**src/sv/fhss_pkg.sv**
```systemverilog
// ---------------------------------------------------------------------------
// fhss_pkg
// Types and codes shared by the feeder homing and step sequencer.
// ---------------------------------------------------------------------------
package fhss_pkg;

  localparam logic [1:0] OP_TICK     = 2'd0;
  localparam logic [1:0] OP_DISPENSE = 2'd1;
  localparam logic [1:0] OP_STOP     = 2'd2;
  localparam logic [1:0] OP_RAMP     = 2'd3;

  localparam logic [2:0] PH_IDLE       = 3'd0;
  localparam logic [2:0] PH_HOMING     = 3'd1;
  localparam logic [2:0] PH_DISPENSING = 3'd2;
  localparam logic [2:0] PH_RAMPING    = 3'd3;
  localparam logic [2:0] PH_COMPLETE   = 3'd4;

  localparam logic [1:0] DRV_STOP = 2'd0;
  localparam logic [1:0] DRV_FWD  = 2'd1;
  localparam logic [1:0] DRV_REV  = 2'd2;

  localparam logic [1:0] SUB_NONE = 2'd0;
  localparam logic [1:0] SUB_HIGH = 2'd1;
  localparam logic [1:0] SUB_LOW  = 2'd2;
  localparam logic [1:0] SUB_GAP  = 2'd3;

  localparam logic [2:0] REG_STEPS_PER_ITEM   = 3'd0;
  localparam logic [2:0] REG_PULSE_HALF       = 3'd1;
  localparam logic [2:0] REG_STEP_GAP         = 3'd2;
  localparam logic [2:0] REG_ITEM_GAP         = 3'd3;
  localparam logic [2:0] REG_RAMP_DOWN        = 3'd4;
  localparam logic [2:0] REG_STATUS_INTERVAL  = 3'd5;

  localparam int unsigned ADDR_W = 5;

  localparam logic [15:0] RST_STEPS_PER_ITEM  = 16'd200;
  localparam logic [15:0] RST_PULSE_HALF      = 16'd1000;
  localparam logic [15:0] RST_STEP_GAP        = 16'd1000;
  localparam logic [23:0] RST_ITEM_GAP        = 24'd100000;
  localparam logic [23:0] RST_RAMP_DOWN       = 24'd500000;
  localparam logic [23:0] RST_STATUS_INTERVAL = 24'd1000000;

  localparam logic [23:0] TMR_MAX = 24'hFF_FFFF;

  typedef struct packed {
    logic [15:0] steps_per_item;
    logic [15:0] pulse_half_ticks;
    logic [15:0] step_gap_ticks;
    logic [23:0] item_gap_ticks;
    logic [23:0] ramp_down_ticks;
    logic [23:0] status_interval_ticks;
  } cfg_t;

  typedef struct packed {
    logic [1:0]  opcode;
    logic [15:0] item_count;
    logic        limit_closed;
  } cmd_t;

  typedef struct packed {
    logic        step_pulse;
    logic        step_dir;
    logic [1:0]  feed_drive;
    logic [2:0]  phase;
    logic [15:0] items_done;
    logic [15:0] items_total;
    logic        status_pulse;
    logic        complete_pulse;
    logic        error_code;
  } result_t;

endpackage

```
**src/sv/fhss_ifs.sv**
```systemverilog
// ---------------------------------------------------------------------------
// fhss channel interfaces
// Valid/ready channels for commands in and results out.
// ---------------------------------------------------------------------------
interface fhss_cmd_if;
  logic        valid;
  logic        ready;
  logic [1:0]  opcode;
  logic [15:0] item_count;
  logic        limit_closed;

  modport source (output valid, opcode, item_count, limit_closed, input ready);
  modport sink   (input valid, opcode, item_count, limit_closed, output ready);
endinterface

interface fhss_res_if;
  logic        valid;
  logic        ready;
  logic        step_pulse;
  logic        step_dir;
  logic [1:0]  feed_drive;
  logic [2:0]  phase;
  logic [15:0] items_done;
  logic [15:0] items_total;
  logic        status_pulse;
  logic        complete_pulse;
  logic        error_code;

  modport source (output valid, step_pulse, step_dir, feed_drive, phase, items_done,
                  items_total, status_pulse, complete_pulse, error_code, input ready);
  modport sink   (input valid, step_pulse, step_dir, feed_drive, phase, items_done,
                  items_total, status_pulse, complete_pulse, error_code, output ready);
endinterface

```
**src/sv/fhss_core.sv**
```systemverilog
// ---------------------------------------------------------------------------
// fhss_core
// Sequencer state and the single-pass update for one command or tick.
// ---------------------------------------------------------------------------
module fhss_core (
  input  logic              clk,
  input  logic              rst,
  input  logic              accept,
  input  fhss_pkg::cmd_t    cmd,
  input  fhss_pkg::cfg_t    cfg,
  output fhss_pkg::result_t result
);
  import fhss_pkg::*;

  logic [2:0]  phase, phase_next;
  logic [1:0]  drive, drive_next;
  logic [1:0]  sub, sub_next;
  logic        disp_flag, disp_flag_next;
  logic        stop_req, stop_req_next;
  logic        ramp_flag, ramp_flag_next;
  logic        dir, dir_next;
  logic [15:0] done_cnt, done_cnt_next;
  logic [15:0] total_cnt, total_cnt_next;
  logic [15:0] pulses_left, pulses_left_next;
  logic [23:0] itmr, itmr_next;
  logic [23:0] stmr, stmr_next;

  logic        status, complete, err;
  logic [15:0] half_eff;
  logic [23:0] sub_dur;
  logic [23:0] itmr_inc;
  logic [23:0] stmr_inc;
  logic        gap_zero;
  logic [15:0] gx_dec;
  logic [15:0] gx_pl;
  logic [1:0]  gx_sub;
  logic [15:0] done_inc;

  assign half_eff = (cfg.pulse_half_ticks == 16'd0) ? 16'd1 : cfg.pulse_half_ticks;
  assign gap_zero = (pulses_left != 16'd0) ? (cfg.step_gap_ticks == 16'd0)
                                           : (cfg.item_gap_ticks == 24'd0);
  assign itmr_inc = (itmr == TMR_MAX) ? itmr : itmr + 24'd1;
  assign stmr_inc = (stmr == TMR_MAX) ? stmr : stmr + 24'd1;
  assign done_inc = done_cnt + 16'd1;
  assign gx_dec   = pulses_left - 16'd1;

  always_comb begin
    unique case (sub)
      SUB_HIGH, SUB_LOW: sub_dur = {8'd0, half_eff};
      SUB_GAP:           sub_dur = (pulses_left != 16'd0) ? {8'd0, cfg.step_gap_ticks}
                                                          : cfg.item_gap_ticks;
      default:           sub_dur = 24'd1;
    endcase
  end

  // leave a gap subphase, going on through an item gap that takes no tick
  always_comb begin
    if (pulses_left != 16'd0) begin
      gx_pl = gx_dec;
      if (gx_dec != 16'd0) begin
        gx_sub = SUB_HIGH;
      end else if (cfg.item_gap_ticks != 24'd0) begin
        gx_sub = SUB_GAP;
      end else begin
        gx_sub = SUB_NONE;
      end
    end else begin
      gx_pl  = pulses_left;
      gx_sub = SUB_NONE;
    end
  end

  always_comb begin
    phase_next       = phase;
    drive_next       = drive;
    sub_next         = sub;
    disp_flag_next   = disp_flag;
    stop_req_next    = stop_req;
    ramp_flag_next   = ramp_flag;
    dir_next         = dir;
    done_cnt_next    = done_cnt;
    total_cnt_next   = total_cnt;
    pulses_left_next = pulses_left;
    itmr_next        = itmr;
    stmr_next        = stmr;
    status           = 1'b0;
    complete         = 1'b0;
    err              = 1'b0;

    unique case (cmd.opcode)
      OP_TICK: begin
        unique case (phase)
          PH_HOMING: begin
            if (cmd.limit_closed) begin
              drive_next = DRV_STOP;
              phase_next = disp_flag ? PH_DISPENSING : PH_IDLE;
            end
          end
          PH_DISPENSING: begin
            if (sub != SUB_NONE) begin
              itmr_next = itmr_inc;
              if (itmr_inc >= sub_dur) begin
                itmr_next = 24'd0;
                unique case (sub)
                  SUB_HIGH: sub_next = SUB_LOW;
                  SUB_LOW: begin
                    sub_next = SUB_GAP;
                    if (gap_zero) begin
                      sub_next         = gx_sub;
                      pulses_left_next = gx_pl;
                    end
                  end
                  default: begin
                    sub_next         = gx_sub;
                    pulses_left_next = gx_pl;
                  end
                endcase
                if (sub != SUB_HIGH && sub_next == SUB_NONE) begin
                  done_cnt_next = done_inc;
                  status        = 1'b1;
                end
              end
            end else if (done_cnt >= total_cnt || stop_req) begin
              phase_next     = PH_RAMPING;
              ramp_flag_next = 1'b1;
              itmr_next      = 24'd0;
              drive_next     = DRV_REV;
            end else if (!cmd.limit_closed) begin
              phase_next = PH_HOMING;
              drive_next = DRV_FWD;
            end else begin
              dir_next         = 1'b1;
              pulses_left_next = cfg.steps_per_item;
              itmr_next        = 24'd0;
              if (cfg.steps_per_item != 16'd0) begin
                sub_next = SUB_HIGH;
              end else if (cfg.item_gap_ticks != 24'd0) begin
                sub_next = SUB_GAP;
              end else begin
                sub_next      = SUB_NONE;
                done_cnt_next = done_inc;
                status        = 1'b1;
              end
            end
          end
          PH_RAMPING: begin
            itmr_next = itmr_inc;
            if (itmr_inc >= cfg.ramp_down_ticks) begin
              drive_next     = DRV_STOP;
              ramp_flag_next = 1'b0;
              phase_next     = PH_COMPLETE;
              complete       = 1'b1;
              status         = 1'b1;
            end
          end
          PH_COMPLETE: begin
            disp_flag_next = 1'b0;
            done_cnt_next  = 16'd0;
            total_cnt_next = 16'd0;
            phase_next     = PH_IDLE;
          end
          default: begin
          end
        endcase
        if (phase_next != PH_IDLE && phase_next != PH_COMPLETE) begin
          stmr_next = stmr_inc;
          if (stmr_inc >= cfg.status_interval_ticks) begin
            status    = 1'b1;
            stmr_next = 24'd0;
          end
        end
      end
      OP_DISPENSE: begin
        if (cmd.item_count == 16'd0) begin
          err = 1'b1;
        end else begin
          done_cnt_next    = 16'd0;
          total_cnt_next   = cmd.item_count;
          disp_flag_next   = 1'b1;
          ramp_flag_next   = 1'b0;
          stop_req_next    = 1'b0;
          sub_next         = SUB_NONE;
          pulses_left_next = 16'd0;
          itmr_next        = 24'd0;
          phase_next       = PH_HOMING;
          drive_next       = DRV_FWD;
          stmr_next        = 24'd0;
          status           = 1'b1;
        end
      end
      OP_STOP: begin
        if (disp_flag) begin
          stop_req_next = 1'b1;
        end
      end
      default: begin
        if (!ramp_flag) begin
          sub_next         = SUB_NONE;
          pulses_left_next = 16'd0;
          phase_next       = PH_RAMPING;
          ramp_flag_next   = 1'b1;
          itmr_next        = 24'd0;
          drive_next       = DRV_REV;
        end
      end
    endcase
  end

  always_comb begin
    result.step_pulse     = (sub_next == SUB_HIGH);
    result.step_dir       = dir_next;
    result.feed_drive     = drive_next;
    result.phase          = phase_next;
    result.items_done     = done_cnt_next;
    result.items_total    = total_cnt_next;
    result.status_pulse   = status;
    result.complete_pulse = complete;
    result.error_code     = err;
  end

  always_ff @(posedge clk) begin
    if (rst) begin
      phase       <= PH_IDLE;
      drive       <= DRV_STOP;
      sub         <= SUB_NONE;
      disp_flag   <= 1'b0;
      stop_req    <= 1'b0;
      ramp_flag   <= 1'b0;
      dir         <= 1'b0;
      done_cnt    <= 16'd0;
      total_cnt   <= 16'd0;
      pulses_left <= 16'd0;
      itmr        <= 24'd0;
      stmr        <= 24'd0;
    end else if (accept) begin
      phase       <= phase_next;
      drive       <= drive_next;
      sub         <= sub_next;
      disp_flag   <= disp_flag_next;
      stop_req    <= stop_req_next;
      ramp_flag   <= ramp_flag_next;
      dir         <= dir_next;
      done_cnt    <= done_cnt_next;
      total_cnt   <= total_cnt_next;
      pulses_left <= pulses_left_next;
      itmr        <= itmr_next;
      stmr        <= stmr_next;
    end
  end

  a_idle_stopped: assert property (@(posedge clk) disable iff (rst)
    phase == PH_IDLE |-> drive == DRV_STOP)
    else $error("feed motor driven while idle");

  a_burst_in_dispense: assert property (@(posedge clk) disable iff (rst)
    sub != SUB_NONE |-> phase == PH_DISPENSING)
    else $error("step burst outside dispensing");

  a_ramp_flag: assert property (@(posedge clk) disable iff (rst)
    ramp_flag == (phase == PH_RAMPING))
    else $error("ramp flag out of step with phase");

endmodule

```
**src/sv/feeder_homing_step_sequencer.sv**
```systemverilog
// ---------------------------------------------------------------------------
// feeder_homing_step_sequencer
// Homing, stepper burst and ramp-down sequencer for a feed mechanism.
//
//   channel  dir  handshake              payload
//   cmd      in   valid/ready            opcode, item_count, limit_closed
//   res      out  valid/ready            step/feed levels, phase, counts, flags
//   apb      in   psel/penable/pwrite    6 registers at 4*i, write and read
//
// One command or tick per clock while cmd is ready; results are registered.
// A two-entry output stage (result register plus skid) keeps cmd ready while
// a result waits; cmd stalls only when both entries are full.
// rst clears the sequencer state and loads register defaults.
// ---------------------------------------------------------------------------
module feeder_homing_step_sequencer (
  input  logic                          clk,
  input  logic                          rst,
  fhss_cmd_if.sink                      cmd,
  fhss_res_if.source                    res,
  input  logic                          psel,
  input  logic                          penable,
  input  logic                          pwrite,
  input  logic [fhss_pkg::ADDR_W-1:0]   paddr,
  input  logic [31:0]                   pwdata,
  output logic [31:0]                   prdata,
  output logic                          pready
);
  import fhss_pkg::*;

  cfg_t        cfg;
  cmd_t        cmd_in;
  result_t     result;
  result_t     head;
  result_t     skid;
  logic        head_valid;
  logic        skid_valid;
  logic        accept;
  logic        pop;
  logic        wr_en;
  logic [2:0]  reg_idx;

  assign pready  = 1'b1;
  assign wr_en   = psel && penable && pwrite;
  assign reg_idx = paddr[ADDR_W-1:2];

  always_ff @(posedge clk) begin
    if (rst) begin
      cfg.steps_per_item        <= RST_STEPS_PER_ITEM;
      cfg.pulse_half_ticks      <= RST_PULSE_HALF;
      cfg.step_gap_ticks        <= RST_STEP_GAP;
      cfg.item_gap_ticks        <= RST_ITEM_GAP;
      cfg.ramp_down_ticks       <= RST_RAMP_DOWN;
      cfg.status_interval_ticks <= RST_STATUS_INTERVAL;
    end else if (wr_en) begin
      unique case (reg_idx)
        REG_STEPS_PER_ITEM:  cfg.steps_per_item        <= pwdata[15:0];
        REG_PULSE_HALF:      cfg.pulse_half_ticks      <= pwdata[15:0];
        REG_STEP_GAP:        cfg.step_gap_ticks        <= pwdata[15:0];
        REG_ITEM_GAP:        cfg.item_gap_ticks        <= pwdata[23:0];
        REG_RAMP_DOWN:       cfg.ramp_down_ticks       <= pwdata[23:0];
        REG_STATUS_INTERVAL: cfg.status_interval_ticks <= pwdata[23:0];
        default: begin
        end
      endcase
    end
  end

  always_comb begin
    unique case (reg_idx)
      REG_STEPS_PER_ITEM:  prdata = {16'd0, cfg.steps_per_item};
      REG_PULSE_HALF:      prdata = {16'd0, cfg.pulse_half_ticks};
      REG_STEP_GAP:        prdata = {16'd0, cfg.step_gap_ticks};
      REG_ITEM_GAP:        prdata = {8'd0, cfg.item_gap_ticks};
      REG_RAMP_DOWN:       prdata = {8'd0, cfg.ramp_down_ticks};
      REG_STATUS_INTERVAL: prdata = {8'd0, cfg.status_interval_ticks};
      default:             prdata = 32'd0;
    endcase
  end

  assign cmd.ready           = !skid_valid;
  assign accept              = cmd.valid && cmd.ready;
  assign pop                 = head_valid && res.ready;
  assign cmd_in.opcode       = cmd.opcode;
  assign cmd_in.item_count   = cmd.item_count;
  assign cmd_in.limit_closed = cmd.limit_closed;

  fhss_core u_core (
    .clk    (clk),
    .rst    (rst),
    .accept (accept),
    .cmd    (cmd_in),
    .cfg    (cfg),
    .result (result)
  );

  always_ff @(posedge clk) begin
    if (rst) begin
      head_valid <= 1'b0;
      skid_valid <= 1'b0;
    end else if (!head_valid || pop) begin
      if (skid_valid) begin
        head_valid <= 1'b1;
        skid_valid <= 1'b0;
      end else begin
        head_valid <= accept;
      end
    end else if (accept) begin
      skid_valid <= 1'b1;
    end
  end

  always_ff @(posedge clk) begin
    if (!head_valid || pop) begin
      head <= skid_valid ? skid : result;
    end
    if (accept && head_valid && !pop) begin
      skid <= result;
    end
  end

  assign res.valid          = head_valid;
  assign res.step_pulse     = head.step_pulse;
  assign res.step_dir       = head.step_dir;
  assign res.feed_drive     = head.feed_drive;
  assign res.phase          = head.phase;
  assign res.items_done     = head.items_done;
  assign res.items_total    = head.items_total;
  assign res.status_pulse   = head.status_pulse;
  assign res.complete_pulse = head.complete_pulse;
  assign res.error_code     = head.error_code;

  a_skid_behind_head: assert property (@(posedge clk) disable iff (rst)
    skid_valid |-> head_valid)
    else $error("skid entry held without a result in front");

  a_skid_moves_up: assert property (@(posedge clk) disable iff (rst)
    skid_valid && pop |=> head_valid && !skid_valid)
    else $error("skid entry lost on transfer");

  a_complete_reports: assert property (@(posedge clk) disable iff (rst)
    head_valid && head.complete_pulse |-> head.status_pulse)
    else $error("completion without status report");

endmodule
```
**src/flat_wrapper.sv**
```systemverilog
// flat-port wrapper written by rule: the top's interface ports become plain ports
module feeder_homing_step_sequencer_flat import fhss_pkg::*;
  (clk, rst, psel, penable, pwrite, paddr, pwdata, prdata, pready, cmd_valid, cmd_opcode, cmd_item_count, cmd_limit_closed, cmd_ready, res_valid, res_step_pulse, res_step_dir, res_feed_drive, res_phase, res_items_done, res_items_total, res_status_pulse, res_complete_pulse, res_error_code, res_ready);
  fhss_cmd_if cmd_i ();
  fhss_res_if res_i ();
  input  logic clk;
  input  logic rst;
  input  logic psel;
  input  logic penable;
  input  logic pwrite;
  input  logic [fhss_pkg::ADDR_W-1:0] paddr;
  input  logic [31:0] pwdata;
  output logic [31:0] prdata;
  output logic pready;
  input wire logic [$bits(cmd_i.valid)-1:0] cmd_valid;
  input wire logic [$bits(cmd_i.opcode)-1:0] cmd_opcode;
  input wire logic [$bits(cmd_i.item_count)-1:0] cmd_item_count;
  input wire logic [$bits(cmd_i.limit_closed)-1:0] cmd_limit_closed;
  output wire logic [$bits(cmd_i.ready)-1:0] cmd_ready;
  output wire logic [$bits(res_i.valid)-1:0] res_valid;
  output wire logic [$bits(res_i.step_pulse)-1:0] res_step_pulse;
  output wire logic [$bits(res_i.step_dir)-1:0] res_step_dir;
  output wire logic [$bits(res_i.feed_drive)-1:0] res_feed_drive;
  output wire logic [$bits(res_i.phase)-1:0] res_phase;
  output wire logic [$bits(res_i.items_done)-1:0] res_items_done;
  output wire logic [$bits(res_i.items_total)-1:0] res_items_total;
  output wire logic [$bits(res_i.status_pulse)-1:0] res_status_pulse;
  output wire logic [$bits(res_i.complete_pulse)-1:0] res_complete_pulse;
  output wire logic [$bits(res_i.error_code)-1:0] res_error_code;
  input wire logic [$bits(res_i.ready)-1:0] res_ready;
  assign cmd_i.valid = cmd_valid;
  assign cmd_i.opcode = cmd_opcode;
  assign cmd_i.item_count = cmd_item_count;
  assign cmd_i.limit_closed = cmd_limit_closed;
  assign cmd_ready = cmd_i.ready;
  assign res_valid = res_i.valid;
  assign res_step_pulse = res_i.step_pulse;
  assign res_step_dir = res_i.step_dir;
  assign res_feed_drive = res_i.feed_drive;
  assign res_phase = res_i.phase;
  assign res_items_done = res_i.items_done;
  assign res_items_total = res_i.items_total;
  assign res_status_pulse = res_i.status_pulse;
  assign res_complete_pulse = res_i.complete_pulse;
  assign res_error_code = res_i.error_code;
  assign res_i.ready = res_ready;
  feeder_homing_step_sequencer u_core (.clk(clk), .rst(rst), .cmd(cmd_i), .res(res_i), .psel(psel), .penable(penable), .pwrite(pwrite), .paddr(paddr), .pwdata(pwdata), .prdata(prdata), .pready(pready));
endmodule
```
**config.mk**
```make
export PLATFORM = sky130hd
export DESIGN_NAME = feeder_homing_step_sequencer_flat
export DESIGN_NICKNAME = d
export VERILOG_FILES = /design/src/sv/fhss_pkg.sv /design/src/sv/fhss_ifs.sv /design/src/sv/fhss_core.sv /design/src/sv/feeder_homing_step_sequencer.sv /design/src/flat_wrapper.sv
export SDC_FILE = /design/constraint.sdc
export NUM_CORES = 1
export LEC_CHECK = 0
export ABC_CLOCK_PERIOD_IN_PS = 7300
export BUFFER_PORTS_ARGS = -buffer_cell sky130_fd_sc_hd__buf_4
export CAP_MARGIN = 15
export CORE_ASPECT_RATIO = 1.4
export CORE_MARGIN = 1.5
export CORE_UTILIZATION = 55
export CTS_CLUSTER_DIAMETER = 30
export DETAILED_ROUTE_END_ITERATION = 6
export GPL_ROUTABILITY_DRIVEN = 0
export PLACE_DENSITY_LB_ADDON = 0.25
export SLEW_MARGIN = 20
export SYNTH_ARGS = -nofsm -noshare
export SYNTH_HDL_FRONTEND = slang
export SYNTH_HIERARCHICAL = 1
export SYNTH_SLANG_ARGS = --single-unit
```
**constraint.sdc**
```tcl
create_clock -name clk -period 7.3 [get_ports clk]
set_clock_uncertainty 0.2 [all_clocks]
set_input_delay 0.365 -clock clk [delete_from_list [all_inputs] [get_ports clk]]
set_output_delay 0.365 -clock clk [all_outputs]
set_load 0.01 [all_outputs]
```
==> run_results.csv <==
group,metric,value,unit
timing,setup_slack,836,ps
cells_and_area,final_cell_count_no_fill,2801,
clocking,insertion_delay,590,ps
timing,max_freq,0.155,GHz
logic_synthesis,synth_compound_area_share,19.8,%
clocking,cts_resized,0,
worst_setup_path,r2r-start,"u_core/u_core/itmr[0]",
power_and_ir_drop,vdd_ir_drop_max,198,uV
worst_setup_path,critPathCaptureType,"register",
cells_and_area,fin_nets,2464,
logic_synthesis,yosysMostFrequentCell,"dfxtp_1",
route,antenna_left,0,
worst_setup_path,r2r_slack,840,ps
worst_setup_path,worstPathMaxFanout,23,
outcome,status,"finished, violations left",
logic_synthesis,avgSynthCellArea,8.60,sq um
floorplan,initial_core_util,55.8,%
power_and_ir_drop,powerDensity,218,nW/um^2
clocking,clk_pin_slew,60,ps
timing,period_minus_slack,6460,ps
clocking,htreeDepth,2,
logic_synthesis,synth_seq_cells,313,
global_routing,first_global_vias,17459,
worst_hold_path,hold_class,"in -> reg",
route,drt_iter0_markers,2001,
worst_setup_path,start_kind,"register",
logic_synthesis,synth_top_area_share,24.1,%
route,vias_per_cell,6.47,
logic_synthesis,synth_enable_flop_cells,84,
cells_and_area,final_layout_size_suffix_gt1_share,14.9,%
logic_synthesis,seq_area_frac_synth,37.3,%
logic_synthesis,synth_top_family_by_area,"simple AND/OR/NAND/NOR gates",
global_routing,grt_start_max_net_pins,98,
timing,slew_violations,0,
route,dr.pass1.iters,7,
clocking,numCtsBuffers,55,
floorplan,dieArea,35800,sq um
logic_synthesis,synth_area_leader_cell,"dfxtp_1",
logic_synthesis,synth_commonest_cells,"dfxtp_1 (229), nand2_1 (196), nor2_1 (173), a21oi_1 (167), nand3_1 (121)",
power_and_ir_drop,total_power,4.88,mW
global_routing,globalRouteMet1Util,35.9,%
worst_setup_path,critPathKind,"reg -> reg",
placed_design,place_hpwl,42100,um
route,drc,5,
timing,whs,109,ps
floorplan,die_h,223,um
logic_synthesis,synth_adder_area_share,6.44,%
global_routing,busiest_layer,"met2",
placed_design,place_ws,1020,ps
clocking,cts_root_buf,"clkbuf_16",
floorplan,fp.dieW,160,um
worst_setup_path,setup.worst_path.start,"u_core/u_core/itmr[0]",
logic_synthesis,synthMuxAreaShare,7.89,%
logic_synthesis,async_flop_share,0,%
global_routing,use_met2,57.3,%
logic_synthesis,synthTopCellsByArea,"dfxtp_1 (24%), edfxtp_1 (13%), ha_1 (6.4%), a21oi_1 (4.4%), mux2i_1 (4.0%)",
logic_synthesis,synth_cell_type_count,88,
floorplan,boundaryPins,140,
clocking,tritoncts,"done",
global_routing,grt_usage,33.0,%
logic_synthesis,syn_area,19000,sq um
global_routing,grt_use_met3,5.19,%
global_routing,grt_overflow_total,0,
clocking,cts_buffer_depth,3,
clocking,cts_num_sinks,313,
route,route.detailed.wl_per_inst,21.5,um
outcome,failed_checks,"DRC",
timing,rsz0062_at_grt,"false",
timing,relSlewSlack,27.7,%
route,vias,18133,
global_routing,grt_pass1_wl,93400,um
floorplan,num_rows,80,
route,drt_wl_total,60200,um
placed_design,io_buffers,120,
logic_synthesis,syn_inst,2213,
worst_setup_path,required,7440,ps
flow_run,cap_viol_max_count,0,
logic_synthesis,yosys_warnings,6,
logic_synthesis,synthXorXnorAreaFrac,2.25,%
logic_synthesis,yosys.area_share.simple,20.6,%
timing,fin_tns_setup,0,ps
cells_and_area,area_delta_synth_final,17.5,%
worst_setup_path,arrival,6600,ps
logic_synthesis,synth_flop_cell,"dfxtp_1",
cells_and_area,num_antenna_cells,0,
floorplan,coreArea,34100,sq um
timing,worst_pin_slew,1080,ps
power_and_ir_drop,p_leak,8.94,nW
placed_design,dp_cells,2653,
timing,period_share,88.5,%
worst_hold_path,min-delay-start,"paddr[4]",
timing,setup_viol_count_final,0,
timing,finalHoldViolCount,0,
global_routing,antenna_found_initial,0,
power by group:
part	switching [mW]	internal, mW	total (mW)	leakage (nW)
Sequential	0.0234	1.83	1.85	2.70
Clock	0.965	1.63	2.59	0.923
Combinational	0.272	0.161	0.433	5.31
Total	1.26	3.61	4.88	8.94
critical path, stage by stage, from the launching register on:
cell     delay [ps]
dfxtp_1         420
ha_1            200
nand3_1         160
nor3_1          350
nand2_1         140
nor4_1          590
nor3_1          210
and3_1          240
xor2_1          400
ha_1            240
nand2_1          60
or4_1           550
o31ai_1         710
o22ai_1         230
o21ai_4         570
and2_1          350
a31oi_1         120
a31o_1          220
mux2_2          260
sequential cells by signal (all words and copies together) (netlist names), 2 cells and up:
signal,count
u_core/res.items_total,16
u_core/res.feed_drive,2
u_core/u_core/phase,3
u_core/u_core/drive,2
u_core/u_core/itmr,24
u_core/res.items_done,16
u_core/u_core/sub,2
u_core/u_core/done_cnt,16
u_core/skid,42
u_core/cfg,120
u_core/u_core/total_cnt,16
u_core/res.phase,3
u_core/u_core/pulses_left,16
u_core/u_core/stmr,24
logic make-up after synthesis:
family,count (synthesis)
muxes,140
other,2
and+or+nand+nor,784
AOI/OAI and AO/OA,581
adders and majority gates,98
buffers and inverters,246
xor gates and xnor gates,49
DFF,313
through the flow:
stage | utilization (%) | instance area [sq um]
6_report | 65.5 | 22400
5_1_grt | 65.5 | 22400
4_1_cts | 65.5 | 22400
3_5_place_dp | 58.6 | 20000
3_3_place_gp | 58.5 | 20000
2_1_floorplan | - | 19100
final timing paths:
path,end,cells after the start
max reg2reg,u_core/res.items_done[4],18
min,u_core/cfg[90],3
max,u_core/res.items_done[4],18
min reg2reg,u_core/u_core/pulses_left[14],2
layout make-up:
class,instances,area (sq um)
repair buffers,187,1540
well taps,451,564
fillers,2779,11800
flip-flops and latches,313,7110
clock buffers,65,1530
clock inverters,39,378
inverters,85,319
multi-input cells,1661,10900
cells in the final DEF (no fill, tap or decap), types with 17 or more instances in the layout:
master         instances
dfxtp_1              228
nand2_1              196
nor2_1               171
a21oi_1              166
buf_4                141
nand3_1              121
o21ai_0              117
ha_1                  98
edfxtp_1              84
inv_1                 83
mux2i_1               77
clkbuf_16             59
mux2_2                57
nand2b_1              56
a22oi_1               48
dlygate4sd3_1         44
nor3_1                35
nand4_1               34
nor4_1                31
xnor2_1               30
a31oi_1               27
o21ai_1               22
or2_2                 21
a22o_1                20
xor2_1                19
or3_1                 18
a21o_1                17
metal layers:
metal	vias to the layer above	part of all wire, %
li1	8338	-
met1	8568	35
met2	964	49
met3	263	7.8
met4	0	7.9
met5	-	0
what timing repair did:
item                                    in CTS  in global routing
endpoints found under the setup margin       0                  0
hold buffers                                44                  0
setup buffers                                0                  0
endpoints found under the hold margin      158                  0
Note: power is estimated with default switching activity, not from simulation.
